--- config.mk ---
export PLATFORM = sky130hd
export DESIGN_NAME = three_level_row_run_length_encoder
export DESIGN_NICKNAME = d
export VERILOG_FILES = /design/src/sv/trle_pkg.sv /design/src/sv/trle_front.sv /design/src/sv/trle_queue.sv /design/src/sv/trle_back.sv /design/src/sv/three_level_row_run_length_encoder.sv
export SDC_FILE = /design/constraint.sdc
export NUM_CORES = 1
export LEC_CHECK = 0
export ABC_AREA = 1
export BUFFER_PORTS_ARGS = -buffer_cell sky130_fd_sc_hd__buf_2
export CORE_ASPECT_RATIO = 1.5
export CORE_MARGIN = 3
export CORE_UTILIZATION = 30
export CTS_BUF_LIST = sky130_fd_sc_hd__clkbuf_8
export DETAILED_ROUTE_END_ITERATION = 8
export PLACE_DENSITY = 0.43
export SYNTH_ARGS = -nofsm -noshare
export SYNTH_HDL_FRONTEND = slang
export SYNTH_SLANG_ARGS = --single-unit
--- constraint.sdc ---
create_clock -name clk -period 16.9 [get_ports clk]
set_input_delay 0.845 -clock clk [delete_from_list [all_inputs] [get_ports clk]]
set_output_delay 0.845 -clock clk [all_outputs]
set_load 0.02 [all_outputs]
--- src/sv/trle_pkg.sv ---
package trle_pkg;

    localparam int MAX_WIDTH   = 4096;
    localparam int MAX_ROWS    = 4096;

    localparam int PIX_W       = 8;
    localparam int THR_W       = 9;
    localparam int WIDTH_W     = 13;
    localparam int COL_W       = 12;
    localparam int ROW_W       = 12;
    localparam int CNT_W       = 13;
    localparam int CLS_W       = 2;
    localparam int REG_IDX_W   = 2;
    localparam int REG_DATA_W  = 13;

    localparam int QDEPTH      = 4;
    localparam int QPTR_W      = $clog2(QDEPTH);
    localparam int QCNT_W      = $clog2(QDEPTH + 1);

    localparam logic [REG_IDX_W-1:0] REG_BLACK_THRESHOLD = 2'd0;
    localparam logic [REG_IDX_W-1:0] REG_GRAY_THRESHOLD  = 2'd1;
    localparam logic [REG_IDX_W-1:0] REG_ROW_WIDTH       = 2'd2;

    localparam logic [THR_W-1:0]   BLACK_THRESHOLD_RST = 9'd85;
    localparam logic [THR_W-1:0]   GRAY_THRESHOLD_RST  = 9'd170;
    localparam logic [WIDTH_W-1:0] ROW_WIDTH_RST       = 13'd640;

    localparam logic [CNT_W-1:0] START_ADJUST = 13'd2;

    typedef enum logic [CLS_W-1:0] {
        CLS_BLACK = 2'd0,
        CLS_GRAY  = 2'd1,
        CLS_WHITE = 2'd2
    } class_t;

    typedef struct packed {
        logic [CNT_W-1:0] start_x;
        logic [CNT_W-1:0] run_length;
        class_t           color;
    } run_t;

    typedef struct packed {
        logic [ROW_W-1:0] row;
        logic             has_a;
        run_t             a;
        logic             has_b;
        run_t             b;
    } entry_t;

endpackage

--- src/sv/trle_front.sv ---
module trle_front (
    input  logic                                clk,
    input  logic                                rst_n,
    input  logic                                push,
    input  logic                                full,
    input  logic [trle_pkg::PIX_W-1:0]          pixel,
    input  logic                                frame_start,
    input  logic                                wr_en,
    input  logic [trle_pkg::REG_IDX_W-1:0]      wr_index,
    input  logic [trle_pkg::REG_DATA_W-1:0]     wr_data,
    output logic                                entry_wr,
    output trle_pkg::entry_t                    entry
);

    logic [trle_pkg::THR_W-1:0]   black_thr_reg;
    logic [trle_pkg::THR_W-1:0]   gray_thr_reg;
    logic [trle_pkg::WIDTH_W-1:0] row_width_reg;

    logic [trle_pkg::COL_W-1:0] col_reg, col_next;
    logic [trle_pkg::ROW_W-1:0] row_reg, row_next;
    logic [trle_pkg::CNT_W-1:0] cnt_reg, cnt_next;
    trle_pkg::class_t           cls_reg, cls_next;

    logic                         accept;
    logic [trle_pkg::WIDTH_W-1:0] w;
    logic [trle_pkg::COL_W-1:0]   c;
    logic [trle_pkg::ROW_W-1:0]   r;
    logic [trle_pkg::CNT_W-1:0]   rc;
    logic [trle_pkg::CNT_W-1:0]   rc_new;
    logic [trle_pkg::CNT_W-1:0]   c_ext;
    trle_pkg::class_t             cur;
    trle_pkg::class_t             cls;
    logic                         last_col;
    logic                         same;
    logic [trle_pkg::CNT_W-1:0]   start_a;
    logic [trle_pkg::CNT_W-1:0]   start_b;

    assign accept = push && !full;

    always_ff @(posedge clk or negedge rst_n)
    begin
        if (!rst_n)
        begin
            black_thr_reg <= trle_pkg::BLACK_THRESHOLD_RST;
            gray_thr_reg  <= trle_pkg::GRAY_THRESHOLD_RST;
            row_width_reg <= trle_pkg::ROW_WIDTH_RST;
        end
        else if (wr_en)
        begin
            case (wr_index)
                trle_pkg::REG_BLACK_THRESHOLD: black_thr_reg <= wr_data[trle_pkg::THR_W-1:0];
                trle_pkg::REG_GRAY_THRESHOLD:  gray_thr_reg  <= wr_data[trle_pkg::THR_W-1:0];
                trle_pkg::REG_ROW_WIDTH:       row_width_reg <= wr_data[trle_pkg::WIDTH_W-1:0];
                default:                       ;
            endcase
        end
    end

    always_comb
    begin
        if (row_width_reg == '0)
            w = trle_pkg::WIDTH_W'(1);
        else if (row_width_reg > trle_pkg::WIDTH_W'(trle_pkg::MAX_WIDTH))
            w = trle_pkg::WIDTH_W'(trle_pkg::MAX_WIDTH);
        else
            w = row_width_reg;

        c   = frame_start ? '0 : col_reg;
        r   = frame_start ? '0 : row_reg;
        rc  = frame_start ? '0 : cnt_reg;
        cur = frame_start ? trle_pkg::CLS_BLACK : cls_reg;

        if ({1'b0, pixel} < black_thr_reg)
            cls = trle_pkg::CLS_BLACK;
        else if ({1'b0, pixel} < gray_thr_reg)
            cls = trle_pkg::CLS_GRAY;
        else
            cls = trle_pkg::CLS_WHITE;

        c_ext    = trle_pkg::CNT_W'(c);
        last_col = trle_pkg::WIDTH_W'(c) >= (w - trle_pkg::WIDTH_W'(1));
        same     = (cls == cur);
        rc_new   = same ? rc + trle_pkg::CNT_W'(1) : trle_pkg::CNT_W'(1);

        start_a = c_ext - rc + trle_pkg::CNT_W'(1);
        if ((c_ext == rc) || last_col)
            start_a = start_a + trle_pkg::START_ADJUST;

        start_b = trle_pkg::CNT_W'(w) - rc_new;
        if (rc_new >= trle_pkg::CNT_W'(w))
            start_b = start_b + trle_pkg::START_ADJUST;

        entry.row          = r;
        entry.has_a        = !same && (rc != '0);
        entry.a.start_x    = start_a;
        entry.a.run_length = rc;
        entry.a.color      = cur;
        entry.has_b        = last_col;
        entry.b.start_x    = start_b;
        entry.b.run_length = rc_new;
        entry.b.color      = cls;

        entry_wr = accept && (entry.has_a || entry.has_b);

        col_next = col_reg;
        row_next = row_reg;
        cnt_next = cnt_reg;
        cls_next = cls_reg;
        if (accept)
        begin
            if (last_col)
            begin
                col_next = '0;
                cnt_next = '0;
                cls_next = trle_pkg::CLS_BLACK;
                if (r == trle_pkg::ROW_W'(trle_pkg::MAX_ROWS - 1))
                    row_next = '0;
                else
                    row_next = r + trle_pkg::ROW_W'(1);
            end
            else
            begin
                col_next = c + trle_pkg::COL_W'(1);
                row_next = r;
                cnt_next = rc_new;
                cls_next = cls;
            end
        end
    end

    always_ff @(posedge clk or negedge rst_n)
    begin
        if (!rst_n)
        begin
            col_reg <= '0;
            row_reg <= '0;
            cnt_reg <= '0;
            cls_reg <= trle_pkg::CLS_BLACK;
        end
        else
        begin
            col_reg <= col_next;
            row_reg <= row_next;
            cnt_reg <= cnt_next;
            cls_reg <= cls_next;
        end
    end

endmodule

--- src/sv/trle_queue.sv ---
module trle_queue (
    input  logic             clk,
    input  logic             rst_n,
    input  logic             wr,
    input  trle_pkg::entry_t wr_data,
    output logic             full,
    input  logic             rd,
    output trle_pkg::entry_t rd_data,
    output logic             empty
);

    trle_pkg::entry_t             slot_reg [trle_pkg::QDEPTH];
    logic [trle_pkg::QPTR_W-1:0]  wr_ptr_reg, wr_ptr_next;
    logic [trle_pkg::QPTR_W-1:0]  rd_ptr_reg, rd_ptr_next;
    logic [trle_pkg::QCNT_W-1:0]  count_reg, count_next;
    logic                         do_wr;
    logic                         do_rd;

    assign full    = (count_reg == trle_pkg::QCNT_W'(trle_pkg::QDEPTH));
    assign empty   = (count_reg == '0);
    assign rd_data = slot_reg[rd_ptr_reg];
    assign do_wr   = wr && !full;
    assign do_rd   = rd && !empty;

    always_comb
    begin
        wr_ptr_next = wr_ptr_reg;
        rd_ptr_next = rd_ptr_reg;
        count_next  = count_reg;
        if (do_wr)
        begin
            if (wr_ptr_reg == trle_pkg::QPTR_W'(trle_pkg::QDEPTH - 1))
                wr_ptr_next = '0;
            else
                wr_ptr_next = wr_ptr_reg + trle_pkg::QPTR_W'(1);
        end
        if (do_rd)
        begin
            if (rd_ptr_reg == trle_pkg::QPTR_W'(trle_pkg::QDEPTH - 1))
                rd_ptr_next = '0;
            else
                rd_ptr_next = rd_ptr_reg + trle_pkg::QPTR_W'(1);
        end
        if (do_wr && !do_rd)
            count_next = count_reg + trle_pkg::QCNT_W'(1);
        else if (do_rd && !do_wr)
            count_next = count_reg - trle_pkg::QCNT_W'(1);
    end

    always_ff @(posedge clk)
    begin
        if (do_wr)
            slot_reg[wr_ptr_reg] <= wr_data;
    end

    always_ff @(posedge clk or negedge rst_n)
    begin
        if (!rst_n)
        begin
            wr_ptr_reg <= '0;
            rd_ptr_reg <= '0;
            count_reg  <= '0;
        end
        else
        begin
            wr_ptr_reg <= wr_ptr_next;
            rd_ptr_reg <= rd_ptr_next;
            count_reg  <= count_next;
        end
    end

endmodule

--- src/sv/trle_back.sv ---
module trle_back (
    input  logic                          clk,
    input  logic                          rst_n,
    input  trle_pkg::entry_t              head,
    input  logic                          head_empty,
    output logic                          head_rd,
    input  logic                          pop,
    output logic                          empty,
    output logic [trle_pkg::ROW_W-1:0]    row,
    output logic [trle_pkg::CNT_W-1:0]    start_x,
    output logic [trle_pkg::CNT_W-1:0]    run_length,
    output logic [trle_pkg::CLS_W-1:0]    color,
    output logic                          last
);

    logic                       valid_reg, valid_next;
    logic                       phase_reg, phase_next;
    logic [trle_pkg::ROW_W-1:0] row_reg;
    trle_pkg::run_t             run_reg;
    logic                       last_reg;

    logic                       out_xfer;
    logic                       load;
    trle_pkg::run_t             sel;
    logic                       sel_last;

    assign out_xfer = pop && valid_reg;
    assign load     = !head_empty && (!valid_reg || out_xfer);

    always_comb
    begin
        phase_next = phase_reg;
        head_rd    = 1'b0;
        if (phase_reg)
        begin
            sel      = head.b;
            sel_last = 1'b1;
        end
        else
        begin
            sel      = head.has_a ? head.a : head.b;
            sel_last = !(head.has_a && head.has_b);
        end
        if (load)
        begin
            if (sel_last)
            begin
                phase_next = 1'b0;
                head_rd    = 1'b1;
            end
            else
            begin
                phase_next = 1'b1;
            end
        end

        if (load)
            valid_next = 1'b1;
        else if (out_xfer)
            valid_next = 1'b0;
        else
            valid_next = valid_reg;
    end

    always_ff @(posedge clk or negedge rst_n)
    begin
        if (!rst_n)
        begin
            valid_reg <= 1'b0;
            phase_reg <= 1'b0;
        end
        else
        begin
            valid_reg <= valid_next;
            phase_reg <= phase_next;
        end
    end

    always_ff @(posedge clk)
    begin
        if (load)
        begin
            row_reg  <= head.row;
            run_reg  <= sel;
            last_reg <= sel_last;
        end
    end

    assign empty      = !valid_reg;
    assign row        = row_reg;
    assign start_x    = run_reg.start_x;
    assign run_length = run_reg.run_length;
    assign color      = run_reg.color;
    assign last       = last_reg;

endmodule

--- src/sv/three_level_row_run_length_encoder.sv ---
// Channel   Direction  Handshake                 Payload
// pixel in  input      push / full               pixel, frame_start
// runs out  output     pop / empty               row, start_x, run_length, color, last
// config    input      wr_en, wr_index           wr_data
//
// A pixel is taken every cycle while full is low; the front updates the row state
// in that cycle and queues up to two runs in a four-entry queue.
// The back drains one run per cycle into the output register while that register is
// empty or being popped, so a pixel closing two runs leaves as two separate runs; full rises only when the queue fills.
// Reset restores the threshold and width registers and clears all row state.
module three_level_row_run_length_encoder (
    input  logic                                clk,
    input  logic                                rst_n,
    input  logic                                push,
    output logic                                full,
    input  logic [trle_pkg::PIX_W-1:0]          pixel,
    input  logic                                frame_start,
    output logic                                empty,
    input  logic                                pop,
    output logic [trle_pkg::ROW_W-1:0]          row,
    output logic [trle_pkg::CNT_W-1:0]          start_x,
    output logic [trle_pkg::CNT_W-1:0]          run_length,
    output logic [trle_pkg::CLS_W-1:0]          color,
    output logic                                last,
    input  logic                                wr_en,
    input  logic [trle_pkg::REG_IDX_W-1:0]      wr_index,
    input  logic [trle_pkg::REG_DATA_W-1:0]     wr_data
);

    logic             entry_wr;
    trle_pkg::entry_t entry;
    trle_pkg::entry_t head;
    logic             head_empty;
    logic             head_rd;

    trle_front u_front (
        .clk         (clk),
        .rst_n       (rst_n),
        .push        (push),
        .full        (full),
        .pixel       (pixel),
        .frame_start (frame_start),
        .wr_en       (wr_en),
        .wr_index    (wr_index),
        .wr_data     (wr_data),
        .entry_wr    (entry_wr),
        .entry       (entry)
    );

    trle_queue u_queue (
        .clk     (clk),
        .rst_n   (rst_n),
        .wr      (entry_wr),
        .wr_data (entry),
        .full    (full),
        .rd      (head_rd),
        .rd_data (head),
        .empty   (head_empty)
    );

    trle_back u_back (
        .clk        (clk),
        .rst_n      (rst_n),
        .head       (head),
        .head_empty (head_empty),
        .head_rd    (head_rd),
        .pop        (pop),
        .empty      (empty),
        .row        (row),
        .start_x    (start_x),
        .run_length (run_length),
        .color      (color),
        .last       (last)
    );

endmodule

Word-level counts from Yosys, hierarchy flattened
Memory sizes are Yosys's and may differ from the RTL's.
Index checks and enable logic that the tools add are counted.
- register bits: 120
- memory bits (writable): 280
- memories kept: 1
- word-level logic and storage cells: 103
- output and inout port bits: 43
- bits of input ports: 29
- reduce and logical (&&, ||, !) cells: 29
- muxes and demuxes: 30
- equal/unequal tests: 8
- add/sub/neg operators: 13
- order comparisons: 5
- memories (memory ; words ; width ; rd ports ; clocked after memory_dff ; wr ports ; RTL line ; text):
    u_queue.slot_reg ; 4 ; 70 ; 1 ; 0 ; 1 ; trle_queue.sv:12 ; trle_pkg::entry_t slot_reg [trle_pkg::QDEPTH];
- operators with widths (cell ; count):
    two-way mux 13 bit ; 7
    two-way mux 12 bit ; 5
    two-way mux 28 bit ; 2
    adder 13 x 1 -> 13 bit (second input constant) ; 2
    adder 13 x 2 -> 13 bit (second input constant) ; 2
    adder 12 x 1 -> 12 bit (second input constant) ; 2
    less-than comparator 8 x 9 -> 1 bit ; 2
    == test 12 x 13 -> 1 bit ; 1
    greater-or-equal comparator 12 x 13 -> 1 bit ; 1
    greater-or-equal comparator 13 bit ; 1
    > comparator 13 bit (second input constant) ; 1
    zero test 13 bit ; 1
    nonzero test 13 bit ; 1
    subtractor 12 x 13 -> 13 bit ; 1
    subtractor 13 x 1 -> 13 bit (second input constant) ; 1
    subtractor 13 bit ; 1
    == test 12 bit (second input constant) ; 1
    two-way mux 2 bit ; 6
    logical AND 1 bit ; 10
    two-way mux 1 bit ; 8
    zero test 1 bit ; 7
    == test 2 bit (second input constant) ; 3
    two-way mux 3 bit ; 2
    AND reduction 2 bit ; 3
    other kinds (10) ; 14

Depth between registers and ports, before layout
Gate-level depths: netlist of run 1.
- depth in word-level cells: 13
- gate-level depth with buffers: 31
- gate-level depth less buffers: 31

Modules after synthesis
From an unflattened synthesis of run 1, not the netlist that was laid out.
- cells, all modules: 2126
- area, all modules: 20495.9 sq um
- by module, submodules not included (module ; cells an instance ; area an instance (sq um) ; sequential area each (sq um) ; times used):
    trle_queue ; 877 ; 11489.8 ; 8583.2 ; 1
    trle_front ; 1100 ; 7278.2 ; 1764.2 ; 1
    trle_back ; 149 ; 1727.9 ; 1281.2 ; 1

Least setup slack after synthesis of run 1
No wires, ideal clock.
- path kind: reg2reg
- from: register u_front.row_width_reg[7] (netlist name)
- to: memory u_queue.slot_reg[0][0] (netlist name) (enable)
- required time: 16.401 ns
- stages on the path, launching flop included: 25
- setup time: 0.499 ns
- clock period less this slack: 6.334 ns
- buffers on the path: 1
- arrival time: 5.835 ns
- setup slack: 10.566 ns
- cell sequence: dfstp_2 nor2_1 nand2_1 nor2_1 nand2_1 nand2_1 buf_2 o21ai_0 nand3_1 nor2_1 nand2_1 xor2_1 ha_1 nand2_1 o21ai_0 nor2_1 nand2_1 nand2_1 nand2_1 nand2_1 nand2_1 nand2_2 nand2_1 nand2_1 nor2_1
- word-level cells in the longest chain between the ends: 10
- elaborated cells on any way between the ends: 11
- those cells by class: add/sub: 1; order compare: 2; mux: 4; reduce/logical: 4
- RTL lines (element ; RTL line ; text):
    start, declared ; trle_front.sv:17 ; logic [trle_pkg::WIDTH_W-1:0] row_width_reg;
    start signal, assigned ; trle_front.sv:46 ; row_width_reg <= trle_pkg::ROW_WIDTH_RST;
    start signal, assigned ; trle_front.sv:53 ; trle_pkg::REG_ROW_WIDTH: row_width_reg <= wr_data[trle_pkg::WIDTH_W-1:0];
    > comparator 13 bit ; trle_front.sv:63 ; else if (row_width_reg > trle_pkg::WIDTH_W'(trle_pkg::MAX_WIDTH))
    two-way mux 13 bit ; trle_front.sv:63 ;
    two-way mux 13 bit * ; trle_front.sv:61 ; if (row_width_reg == '0)
    subtractor 13 x 1 -> 13 bit * ; trle_front.sv:81 ; last_col = trle_pkg::WIDTH_W'(c) >= (w - trle_pkg::WIDTH_W'(1));
    greater-or-equal comparator 12 x 13 -> 1 bit * ; trle_front.sv:81 ;
    logical OR 1 bit * ; trle_front.sv:103 ; entry_wr = accept && (entry.has_a || entry.has_b);
    logical AND 1 bit * ; trle_front.sv:103 ;
    logical AND 1 bit * ; trle_queue.sv:22 ; assign do_wr = wr && !full;
    two-way mux 1 bit * ; trle_queue.sv:52 ; if (do_wr)
    two-way mux 1 bit (implied by the code) * ; trle_queue.sv:53 ; slot_reg[wr_ptr_reg] <= wr_data;
    end, declared ; trle_queue.sv:12 ;
Every way passes the cells marked *; elsewhere a longest branch is shown, timed or not.

Worst setup path after layout of run 1
- from: register u_front.row_width_reg[7] (netlist name)
- to: memory u_queue.slot_reg[0][15] (netlist name) (enable)
The elaborated chain is that of the path after synthesis.

==> flow_summary_export.csv, run 1 <==
group,metric,value,unit
global_route,overflow,0,
worst_setup_path,critPathKind,"register to register",
detailed_routing,vias,14200,
yosys,netlist.area_leader.share,0.494,
clock_network,cts.path.max_buffers,3,
yosys,seq_area_frac_synth,0.596,
final_layout,nets,2171,
final_layout,final_cell_mix,"nand2_1, edfxtp_1, nor2_1, inv_1, o21ai_0",
placement,gp_congestion,0.817,
clock_network,cts_buffers,69,
hold_path,whs_path_depth,2,
floorplanning,fp-row-count,113,
placement,portBuffers,71,
detailed_routing,routed_via_density,4.76,
global_route,antenna_found_initial,1,
outcome,status,"finished, final reports clean",
worst_setup_path,reg2reg_to,"u_queue.slot_reg[0][15]$_DFFE_PP_",
clock_network,post-cts-setup-buffers,0,
floorplanning,io_pins,72,
final_layout,syn2layout_area_growth,13.2,%
hold_path,hold_path.class,"input pin to register",
detailed_routing,drtIter0Drc,718,
final_layout,final_common_cell,"nand2_1",
yosys,synth_seq_cells,400,
hold_path,min_from,"pop",
worst_setup_path,critPathRequiredTime,17.16,ns
yosys,synth_cell_types,42,
timing,hold_viol,0,
placement,place_ws,10.85,ns
worst_setup_path,worstPathMaxFanout,50,
final_layout,layout-drive-gt1-share,0.104,
yosys,ys_async_sr_fraction,0.198,
worst_setup_path,r2r_setup_slack,10.93,ns
clock_network,htreeDepth,3,
yosys,synth_cells,1979,
floorplanning,dieWidth,214,um
timing,finalSetupTns,0,ns
floorplanning,die-area,0.0682,sq mm
worst_setup_path,reg2reg_depth,24,
detailed_routing,dr.pass1.iters,5,
timing,worst_pin_slew,1.01,ns
floorplanning,start_util,0.305,
yosys,synthTopCellsByArea,"edfxtp_1, dfrtp_1, nand2_1",
clock_network,cts_tree,"built",
hold_path,whs_endpoint,"u_back.valid_reg$_DFFE_PN0P_",
power,ir_worst_vdd,0.0000908,V
timing,min_period,5.97,ns
worst_setup_path,critPathLaunch,"u_front.row_width_reg[7]$_DFFE_PN1P_",
detailed_routing,drc,0,
worst_setup_path,startpoint_type,"register",
power,power_leakage,9.11,nW
clock_network,clkLatencyLatePin,0.67,ns
global_route,grt_pass1_wl,84.6,mm
yosys,synth-edff-count,321,
global_route,grt.total_usage,0.160,
placement,dpl.hpwl,37.0,mm
final_layout,largest_reg_flops,280,
power,power_density,157,mW/mm^2
timing,drv_slew,0,
worst_setup_path,endpoint_kind,"register",
timing,maxSlewHeadroom,0.330,
global_route,grt_max_degree,72,
clock_network,root_buffer,"clkbuf_8",
clock_network,clock-sinks,400,
clock_network,path_clk_slew,0.05,ns
global_route,first_global_vias,14300,
timing,fin_ws,10.93,ns
yosys,yosys_warnings,0,
timing,fin_crit_sh,0.353,
yosys,synth_fp_nets,2086,
timing,finalSetupViolations,0,
timing,fmax,168,MHz
floorplanning,die_height,318,um
worst_setup_path,worst-endpoint-arrival,6.22,ns
final_layout,num-fill-cells,6623,
detailed_routing,ant_nets,0,
floorplanning,core,0.0639,sq mm
yosys,syn_avg_cell_area,9.85,sq um
worst_setup_path,reg2reg_from,"u_front.row_width_reg[7]$_DFFE_PN1P_",
timing,grt_setup_unrepaired,"false",
yosys,synth-main-ff-cell,"edfxtp_1",
detailed_routing,wire_per_inst,18.4,um
detailed_routing,totalWireLength,54.8,mm
timing,clock_skew,0.0462,ns
yosys,syn_area,0.0195,sq mm
run,drv_cap,0,
yosys,yosys.area.top_type,"edfxtp_1",
[final cells by class]
class	instances	area [sq um]	share of cell area
antenna	1	2.50	0.000113
clock buffer	72	991	0.0449
clock inverter	52	283	0.0128
inverter	242	911	0.0413
multi-input combinational	1262	6690	0.303
sequential	400	11600	0.527
tap	862	1080	0.0488
timing repair buffer	89	495	0.0224
[layer usage]
metal,up-vias,wire (um),global-route usage
met3,80,1850,0.0256
met4,0,1190,0.0481
met5,-,0,0
li1,6914,-,-
met2,227,28000,0.288
met1,6956,23800,0.198
[worst max-delay path by stage]
stage / depth (start not counted) / end
5_1_grt: 24 / u_queue.slot_reg[0][11]$_DFFE_PP_
2_1_floorplan: 24 / u_queue.slot_reg[0][0]$_DFFE_PP_
6_report: 24 / u_queue.slot_reg[0][15]$_DFFE_PP_
3_3_place_gp: 24 / u_queue.slot_reg[0][9]$_DFFE_PP_
3_5_place_dp: 18 / u_queue.slot_reg[3][16]$_DFFE_PP_
4_1_cts: 24 / u_queue.slot_reg[0][11]$_DFFE_PP_
[kinds of logic (layout without fill, tap and decap cells)]
kind of cell,Yosys count,count (layout),synth area share
simple gates,778,778,0.166
compound gates,357,357,0.102
buf+inv,317,455,0.0632
mux,2,2,0.00115
xor+xnor,47,47,0.0211
other cells,0,1,0
fa+ha+maj,78,78,0.0512
flops,400,400,0.596
[per-stage QoR]
| stage | hold slack, ns | power [mW] | std cells | instance area, sq um | util |
|---|---|---|---|---|---|
| 3_3_place_gp | 0.465 | 2.68 | 2854 | 20800 | 0.325 |
| 6_report | 0.415 | 3.47 | 2980 | 22100 | 0.346 |
| 2_1_floorplan | 0.449 | 2.21 | 1979 | 19500 | - |
| 5_1_grt | 0.399 | 3.72 | 2980 | 22100 | 0.346 |
| 4_1_cts | 0.350 | 3.54 | 2979 | 22100 | 0.345 |
| 3_5_place_dp | 0.465 | 2.69 | 2854 | 20800 | 0.325 |
[where the power goes]
part | total (mW) | internal [mW] | switching, mW
Combinational | 1.26 | 0.342 | 0.920
Clock | 0.825 | 0.417 | 0.409
Sequential | 1.38 | 1.31 | 0.0676
[cell usage after synthesis (2+ instances only)]
cell type	number
a21oi_1	31
buf_1	4
buf_2	11
buf_4	3
buf_6	2
clkbuf_1	53
clkbuf_2	2
dfrtp_1	69
dfstp_2	10
edfxtp_1	321
fa_1	3
ha_1	75
inv_1	236
inv_2	5
mux2_2	2
nand2_1	353
nand2_2	6
nand3_1	78
nand3b_1	10
nand4_1	26
nor2_1	270
nor2_2	5
nor3_1	13
nor3_2	3
nor4_1	4
o21ai_0	227
o21ai_1	7
o221ai_1	28
o22ai_1	58
or2_1	3
or2_2	5
xnor2_1	14
xor2_1	33
[repair_timing]
action | in CTS | in global routing
hold endpoints to repair | 8 | 0
hold buffers | 1 | 0
gates resized for setup | 0 | 0
[worst max-delay path, cell delays in order, from the launching register on]
cell and delay [ns]:
dfstp_2 0.55, nor2_1 0.05, nand2_1 0.06, nor2_1 0.04
nand2_1 0.07, nor2_1 0.04, o21ai_0 0.46, nand3_1 0.20
nor2_1 0.28, nand2_1 0.12, xor2_1 0.19, ha_1 0.31
nand3_1 0.07, nor3_1 0.15, nor2_1 0.06, nand2_1 0.06
nand2_1 0.05, nand2_1 0.08, nand2_1 0.05, nand2_1 0.32
nand2_2 0.33, nand2_1 0.22, nand2_1 0.29, nor2_4 0.67
buf_4 0.78
Power figures use the tool's default switching activity.
==> run 2: changes to the inputs <==
==> constraint.sdc (replaced) <==
create_clock -name clk -period 5.7 [get_ports clk]
set_input_delay 0.285 -clock clk [delete_from_list [all_inputs] [get_ports clk]]
set_output_delay 0.285 -clock clk [all_outputs]
set_load 0.02 [all_outputs]
==> run 2 against run 1 <==
  * Hold slack got worse by 0.24 ns
  * Sequential share of layout area fell by 1.2 points
  * Register-to-register slack got worse by 10 ns
  * Utilization grew 0.77 points
  * Critical path depth is the same
  * Non-clock buffer count increased by 41
  * Sequential power grew to 2.9 times the previous value
  * Largest power group unchanged
==> flow_summary_export.csv, run 2 (synthesis results as in run 1) <==
group,metric,value,unit
detailed_routing,dr.pass1.iters,5,
power,ir_worst_vdd,0.000278,V
clock_network,post-cts-setup-buffers,0,
outcome,status,"finished, final reports clean",
final_layout,final_common_cell,"nand2_1",
power,switching_share,0.398,
floorplanning,fp-row-count,113,
clock_network,clkLatencyLatePin,0.66,ns
timing,grt_setup_unrepaired,"false",
clock_network,root_buffer,"clkbuf_8",
floorplanning,io_pins,72,
final_layout,final_cell_mix,"nand2_1, edfxtp_1, nor2_1, inv_1, o21ai_0",
global_route,grt_pass1_wl,85.5,mm
placement,portBuffers,71,
clock_network,path_clk_slew,0.05,ns
floorplanning,die_height,318,um
final_layout,final_util,0.353,
final_layout,layout-drive-gt1-share,0.116,
power,p_comb_frac,0.370,
final_layout,num-fill-cells,6606,
global_route,grt.total_usage,0.161,
detailed_routing,vias,14300,
worst_setup_path,reg2reg_to,"u_queue.slot_reg[0][39]$_DFFE_PP_",
final_layout,largest_reg_flops,280,
worst_setup_path,critPathCapture,"u_queue.slot_reg[0][39]$_DFFE_PP_",
timing,maxSlewHeadroom,0.354,
clock_network,clock-sinks,400,
worst_setup_path,cpLargestDelayFamily,"simple AND/OR/NAND/NOR gates",
timing,fmax,198,MHz
clock_network,ctsResizeCount,0,
placement,dpl_cell_area,0.0211,sq mm
detailed_routing,wire_per_inst,18.2,um
worst_setup_path,reg2reg_depth,24,
final_layout,nets,2213,
floorplanning,dieWidth,214,um
timing,worst_pin_slew,0.969,ns
detailed_routing,totalWireLength,55.1,mm
worst_setup_path,worst-endpoint-arrival,5.36,ns
worst_setup_path,cp_slowest_stage_delay,0.68,ns
power,switchingPower,4.10,mW
clock_network,htreeDepth,3,
timing,drv_slew,0,
power,power_leakage,9.31,nW
floorplanning,die-area,0.0682,sq mm
worst_setup_path,critPathLaunch,"u_front.row_width_reg[9]$_DFFE_PN1P_",
timing,whs,0.178,ns
placement,gp_congestion,0.883,
power,p_total,10.3,mW
worst_setup_path,worstPathMaxFanout,18,
worst_setup_path,reg2reg_from,"u_front.row_width_reg[9]$_DFFE_PN1P_",
detailed_routing,drtIter0Drc,875,
global_route,first_global_vias,14600,
worst_setup_path,endpoint_kind,"register",
timing,clock_skew,0.0524,ns
timing,min_period,5.05,ns
worst_setup_path,cp_cell_sequence,"inv_1 -> nand2_1 -> nor3_1 -> nand2_1 -> nor2_1 -> o21ai_0 -> nand3_1 -> nor2_1 -> nand2_1 -> xor2_1 -> ha_1 -> nand2_1 -> o21ai_0 -> nor2_1 -> nand2_1 -> nand2_1 -> nand2_1 -> nand2_1 -> nand2_1 -> nand2_2 -> nand2_1 -> nand2_1 -> nor2_4 -> buf_12",
worst_setup_path,startpoint_type,"register",
placement,dpl.hpwl,37.9,mm
worst_setup_path,critPathRequiredTime,6.01,ns
floorplanning,start_util,0.305,
worst_setup_path,path_buf_inv,2,
final_layout,syn2layout_area_growth,15.8,%
clock_network,cts_tree,"built",
power,power_frac_seq,0.393,
detailed_routing,drc,0,
power,p_int,6.20,mW
global_route,grt_max_degree,81,
worst_setup_path,timing.critical_path.mode_cell,"nand2_1",
timing,hold_viol,0,
worst_setup_path,r2r_setup_slack,0.65,ns
worst_setup_path,cpMaxStageDelayCell,"nor2_4",
global_route,overflow,0,
global_route,antenna_found_initial,2,
final_layout,design_area,0.0226,sq mm
power,clockPowerShare,0.237,
hold_path,hold_path.class,"input pin to register",
worst_setup_path,crit_cells,24,
timing,fin_crit_sh,0.886,
clock_network,cts_buffers,70,
worst_setup_path,critPathKind,"register to register",
detailed_routing,routed_via_density,4.73,
detailed_routing,ant_nets,0,
floorplanning,core,0.0639,sq mm
run,drv_cap,0,
clock_network,cts.path.max_buffers,3,
power,power_density,456,mW/mm^2
timing,finalSetupViolations,0,
run 2: worst register-to-register path, stage by stage (launching register included):
cell     delay [ns]
dfstp_2        0.52
inv_1          0.07
nand2_1        0.07
nor3_1         0.05
nand2_1        0.07
nor2_1         0.04
o21ai_0        0.52
nand3_1        0.23
nor2_1         0.31
nand2_1        0.13
xor2_1         0.16
ha_1           0.30
nand2_1        0.07
o21ai_0        0.18
nor2_1         0.07
nand2_1        0.07
nand2_1        0.05
nand2_1        0.06
nand2_1        0.05
nand2_1        0.15
nand2_2        0.08
nand2_1        0.18
nand2_1        0.34
nor2_4         0.68
buf_12         0.28
run 2: area by class of cell:
cell class | count | area, sq um | share of cell area
diodes | 1 | 2.50 | 0.000111
clock buffers | 74 | 1020 | 0.0451
clock inverters | 52 | 265 | 0.0118
inverters | 242 | 911 | 0.0404
multi-input cells | 1262 | 6690 | 0.296
flip-flops and latches | 400 | 11600 | 0.515
well taps | 862 | 1080 | 0.0478
repair buffers | 130 | 978 | 0.0433
run 2: worst min-delay path by stage:
stage / startpoint / endpoint / slack [ns] / cells past startpoint
final: push / u_front.row_reg[7]$_DFFE_PN0P_ / 0.18 / 5
after detailed placement: rst_n / u_queue.wr_ptr_reg[1]$_DFFE_PN0P_ / 0.13 / 1
after global placement: rst_n / u_queue.wr_ptr_reg[1]$_DFFE_PN0P_ / 0.13 / 1
after CTS: push / u_front.row_reg[7]$_DFFE_PN0P_ / 0.09 / 5
after global routing: push / u_front.row_reg[9]$_DFFE_PN0P_ / 0.13 / 5
after floorplan: rst_n / u_back.phase_reg$_DFFE_PN0P_ / -0.01 / 0
run 2: layer usage:
metal	GRT usage	routed length (um)	vias up
li1	-	-	7003
met3	0.0312	2340	68
met5	0	13	-
met2	0.289	27900	309
met1	0.194	23400	6910
met4	0.0555	1360	2
run 2: timing repair:
| action | CTS | global route |
|---|---|---|
| hold buffers | 16 | 0 |
| endpoints found under the hold margin | 49 | 0 |
| endpoints found under the setup margin | 0 | 0 |
run 2: power by group through the flow:
stage                     sequential (mW)  combinational (mW)  clock, mW
after global placement               4.10                3.85          0
after detailed placement             4.11                3.89          0
final                                4.04                3.81       2.45
after CTS                            4.05                3.90       2.56
after floorplan                      4.26                2.30          0
after global routing                 4.09                4.30       2.69
run 2: stage by stage:
stage / setup TNS, ns / setup WS [ns] / std cells
2_1_floorplan: -177.57 / -0.634 / 1979
3_3_place_gp: 0 / 0.631 / 2880
6_report: 0 / 0.648 / 3023
3_5_place_dp: 0 / 0.613 / 2880
4_1_cts: 0 / 0.528 / 3022
5_1_grt: 0 / 0.126 / 3023
==> run 3: changes to the inputs <==
--- a/config.mk
+++ b/config.mk
@@ -5,7 +5,7 @@
 export SDC_FILE = /design/constraint.sdc
 export NUM_CORES = 1
 export LEC_CHECK = 0
-export ABC_AREA = 1
+export ABC_AREA = 0
 export BUFFER_PORTS_ARGS = -buffer_cell sky130_fd_sc_hd__buf_2
 export CORE_ASPECT_RATIO = 1.5
 export CORE_MARGIN = 3
@@ -15,4 +15,5 @@
 export PLACE_DENSITY = 0.43
 export SYNTH_ARGS = -nofsm -noshare
 export SYNTH_HDL_FRONTEND = slang
+export SYNTH_HIERARCHICAL = 1
 export SYNTH_SLANG_ARGS = --single-unit
==> run 3 against run 2 <==
  * Die area fell by 3.4%
  * Global-route usage is 1.6 points lower
  * Hold slack worse by 0.036 ns
  * Final area is 3.1% lower
  * Clock power decreased by 2%
==> flow_summary_export.csv, run 3 <==
group,metric,value,unit
final_layout,final_cell_mix,"edfxtp_1, inv_1, ha_1, clkbuf_8, nand2_1",
worst_setup_path,critPathRequiredTime,6.12,ns
clock_network,clock-sinks,400,
yosys,synth_cell_types,79,
clock_network,clkLatencyLatePin,0.65,ns
worst_setup_path,cpMaxStageDelayCell,"dfstp_2",
timing,maxSlewHeadroom,0.398,
yosys,netlist.area_leader.share,0.512,
yosys,yosys_warnings,6,
placement,gp_congestion,0.828,
yosys,seq_area_frac_synth,0.618,
worst_setup_path,critPathKind,"register to register",
timing,drv_slew,0,
clock_network,cts_buffers,69,
run,drv_cap,0,
yosys,synthTopCellsByCount,"edfxtp_1, ha_1, nand2_1",
hold_path,hold_path.class,"input pin to register",
yosys,synthTopCellsByArea,"edfxtp_1, dfrtp_1, mux4_2",
global_route,grt_pass1_wl,73.0,mm
detailed_routing,ant_nets,0,
floorplanning,core,0.0617,sq mm
worst_setup_path,worstPathMaxFanout,6,
timing,finalSetupTns,0,ns
worst_setup_path,startpoint_type,"register",
yosys,yosysMostFrequentCell,"edfxtp_1",
detailed_routing,wl_met1,19.2,mm
final_layout,layout-drive-gt1-share,0.256,
global_route,grt.total_usage,0.146,
detailed_routing,route.met3.wl,1.60,mm
worst_setup_path,cp_cell_sequence,"inv_1 -> ha_1 -> a21o_1 -> a21oi_1 -> nor2b_1 -> o41ai_2 -> o21ba_2 -> a211oi_2 -> nand2b_1 -> ha_1 -> inv_1 -> fa_1 -> a21o_1 -> a21oi_1 -> o22ai_1 -> o21a_1 -> nor2_1 -> nor4bb_1 -> nand4_1 -> xnor2_1",
floorplanning,die-area,0.0659,sq mm
timing,worst_pin_slew,0.903,ns
detailed_routing,met2_length,25.0,mm
final_layout,nets,1532,
detailed_routing,maxUsedRoutingLayer,"met4",
final_layout,final_util,0.355,
detailed_routing,drc,0,
clock_network,htreeDepth,3,
yosys,synth-main-ff-cell,"edfxtp_1",
power,p_total,9.87,mW
global_route,overflow,0,
final_layout,largest_reg_flops,280,
clock_network,post-cts-setup-buffers,0,
yosys,synth_cells,1273,
floorplanning,fp-row-count,111,
global_route,antenna_found_initial,1,
floorplanning,start_util,0.305,
outcome,status,"finished, final reports clean",
yosys,syn_area,0.0188,sq mm
worst_setup_path,path_buf_inv,2,
timing,fin_ws,0.389,ns
worst_setup_path,cpLargestDelayFamily,"compound AO/OA/AOI/OAI gates",
detailed_routing,totalWireLength,47.0,mm
detailed_routing,dr.pass1.iters,4,
global_route,first_global_vias,12000,
yosys,syn_avg_cell_area,14.8,sq um
timing,fin_crit_sh,0.932,
power,ir_worst_vdd,0.000263,V
timing,fmax,188,MHz
worst_setup_path,worst-endpoint-arrival,5.73,ns
floorplanning,dieWidth,211,um
floorplanning,die_height,313,um
yosys,synth_seq_cells,400,
timing,grt_setup_unrepaired,"false",
detailed_routing,vias,11000,
timing,hold_viol,0,
clock_network,root_buffer,"clkbuf_8",
final_layout,num-fill-cells,6030,
global_route,grt_max_degree,64,
floorplanning,io_pins,72,
final_layout,syn2layout_area_growth,16.2,%
final_layout,final_common_cell,"edfxtp_1",
yosys,synth_fp_nets,1380,
detailed_routing,wire_per_inst,20.7,um
placement,portBuffers,71,
placement,dpl.hpwl,32.5,mm
clock_network,path_clk_slew,0.06,ns
placement,place_ws,0.0610,ns
detailed_routing,routed_via_density,4.87,
timing,finalSetupViolations,0,
timing,clock_skew,0.0265,ns
worst_setup_path,endpoint_kind,"register",
yosys,yosys.area.top_type,"edfxtp_1",
timing,min_period,5.31,ns
power,power_density,451,mW/mm^2
worst_setup_path,cp_slowest_stage_delay,0.51,ns
detailed_routing,drtIter0Drc,488,
yosys,synth-edff-count,321,
yosys,ys_async_sr_fraction,0.198,
clock_network,cts_tree,"built",
power,power_leakage,8.06,nW
clock_network,cts.path.max_buffers,3,
-- run 3: worst reg2reg max path: stages, from the launching register on --
cell and delay, ns:
dfstp_2 0.51, inv_1 0.04, ha_1 0.28, a21o_1 0.18, a21oi_1 0.13, nor2b_1 0.07, o41ai_2 0.40, o21ba_2 0.27
a211oi_2 0.40, nand2b_1 0.21, ha_1 0.22, inv_1 0.07, fa_1 0.40, a21o_1 0.18, a21oi_1 0.30, o22ai_1 0.15
o21a_1 0.21, nor2_1 0.25, nor4bb_1 0.35, nand4_1 0.16, xnor2_1 0.30
-- run 3: path summary, 6_finish.rpt --
| kind | to | start | cells after the start | slack [ns] |
|---|---|---|---|---|
| worst max-delay path | u_queue/slot_reg[2][26]$_DFFE_PP_ | u_front/black_thr_reg[4]$_DFFE_PN1P_ | 20 | 0.39 |
| max in group asynchronous | u_queue/rd_ptr_reg[1]$_DFFE_PN0P_ | rst_n | 4 | 3.92 |
| worst min-delay path | u_front/black_thr_reg[6]$_DFFE_PN1P_ | wr_index[1] | 5 | 0.14 |
| min in group asynchronous | u_queue/count_reg[2]$_DFFE_PN0P_ | rst_n | 3 | 0.57 |
| worst max register to register | u_queue/slot_reg[2][26]$_DFFE_PP_ | u_front/black_thr_reg[4]$_DFFE_PN1P_ | 20 | 0.39 |
| worst min register to register | u_front/col_reg[5]$_DFFE_PN0P_ | u_front/col_reg[5]$_DFFE_PN0P_ | 1 | 0.47 |
-- run 3: per-stage QoR --
step | instance area, sq um | hold slack (ns) | cells
3_3_place_gp | 20400 | 0.194 | 2128
6_report | 21900 | 0.141 | 2265
2_1_floorplan | 18800 | -0.0106 | 1273
5_1_grt | 21900 | 0.141 | 2265
4_1_cts | 21800 | 0.0752 | 2264
3_5_place_dp | 20400 | 0.192 | 2128
-- run 3: report_power, final --
part	internal, mW	switching (mW)	total [mW]
Clock	1.21	1.18	2.40
Combinational	1.41	1.91	3.32
Sequential	3.87	0.275	4.15
Total	6.50	3.37	9.87
-- run 3: kinds of logic (layout without fill, tap and decap cells) --
group | Yosys count | after routing | share of synthesized area
other cells | 0 | 1 | 0
mux | 133 | 133 | 0.123
simple gates | 332 | 332 | 0.0949
buf+inv | 109 | 309 | 0.0266
compound gates | 165 | 165 | 0.0577
flops | 400 | 400 | 0.618
xor+xnor | 56 | 56 | 0.0268
fa+ha+maj | 78 | 78 | 0.0530
-- run 3: repair_timing --
item | in CTS | in global routing
endpoints found under the hold margin | 48 | 0
gates resized for setup | 0 | 6
endpoints found under the setup margin | 0 | 36
hold buffers | 17 | 0
-- run 3: area by class of cell --
class	instances	area, sq um	share of cell area
Antenna cell	1	2.50	0.000114
Sequential cell	400	11600	0.532
Multi-Input combinational cell	764	6770	0.310
Timing Repair Buffer	130	993	0.0454
Inverter	60	225	0.0103
Tap cell	791	990	0.0453
Clock buffer	74	1020	0.0466
Clock inverter	45	233	0.0106
-- run 3: metal layers --
layer  global-route usage  vias to the layer above
met3               0.0242                       74
li1                     -                     5146
met2                0.266                      196
met5                    0                        -
met1                0.171                     5619
met4               0.0519                        0
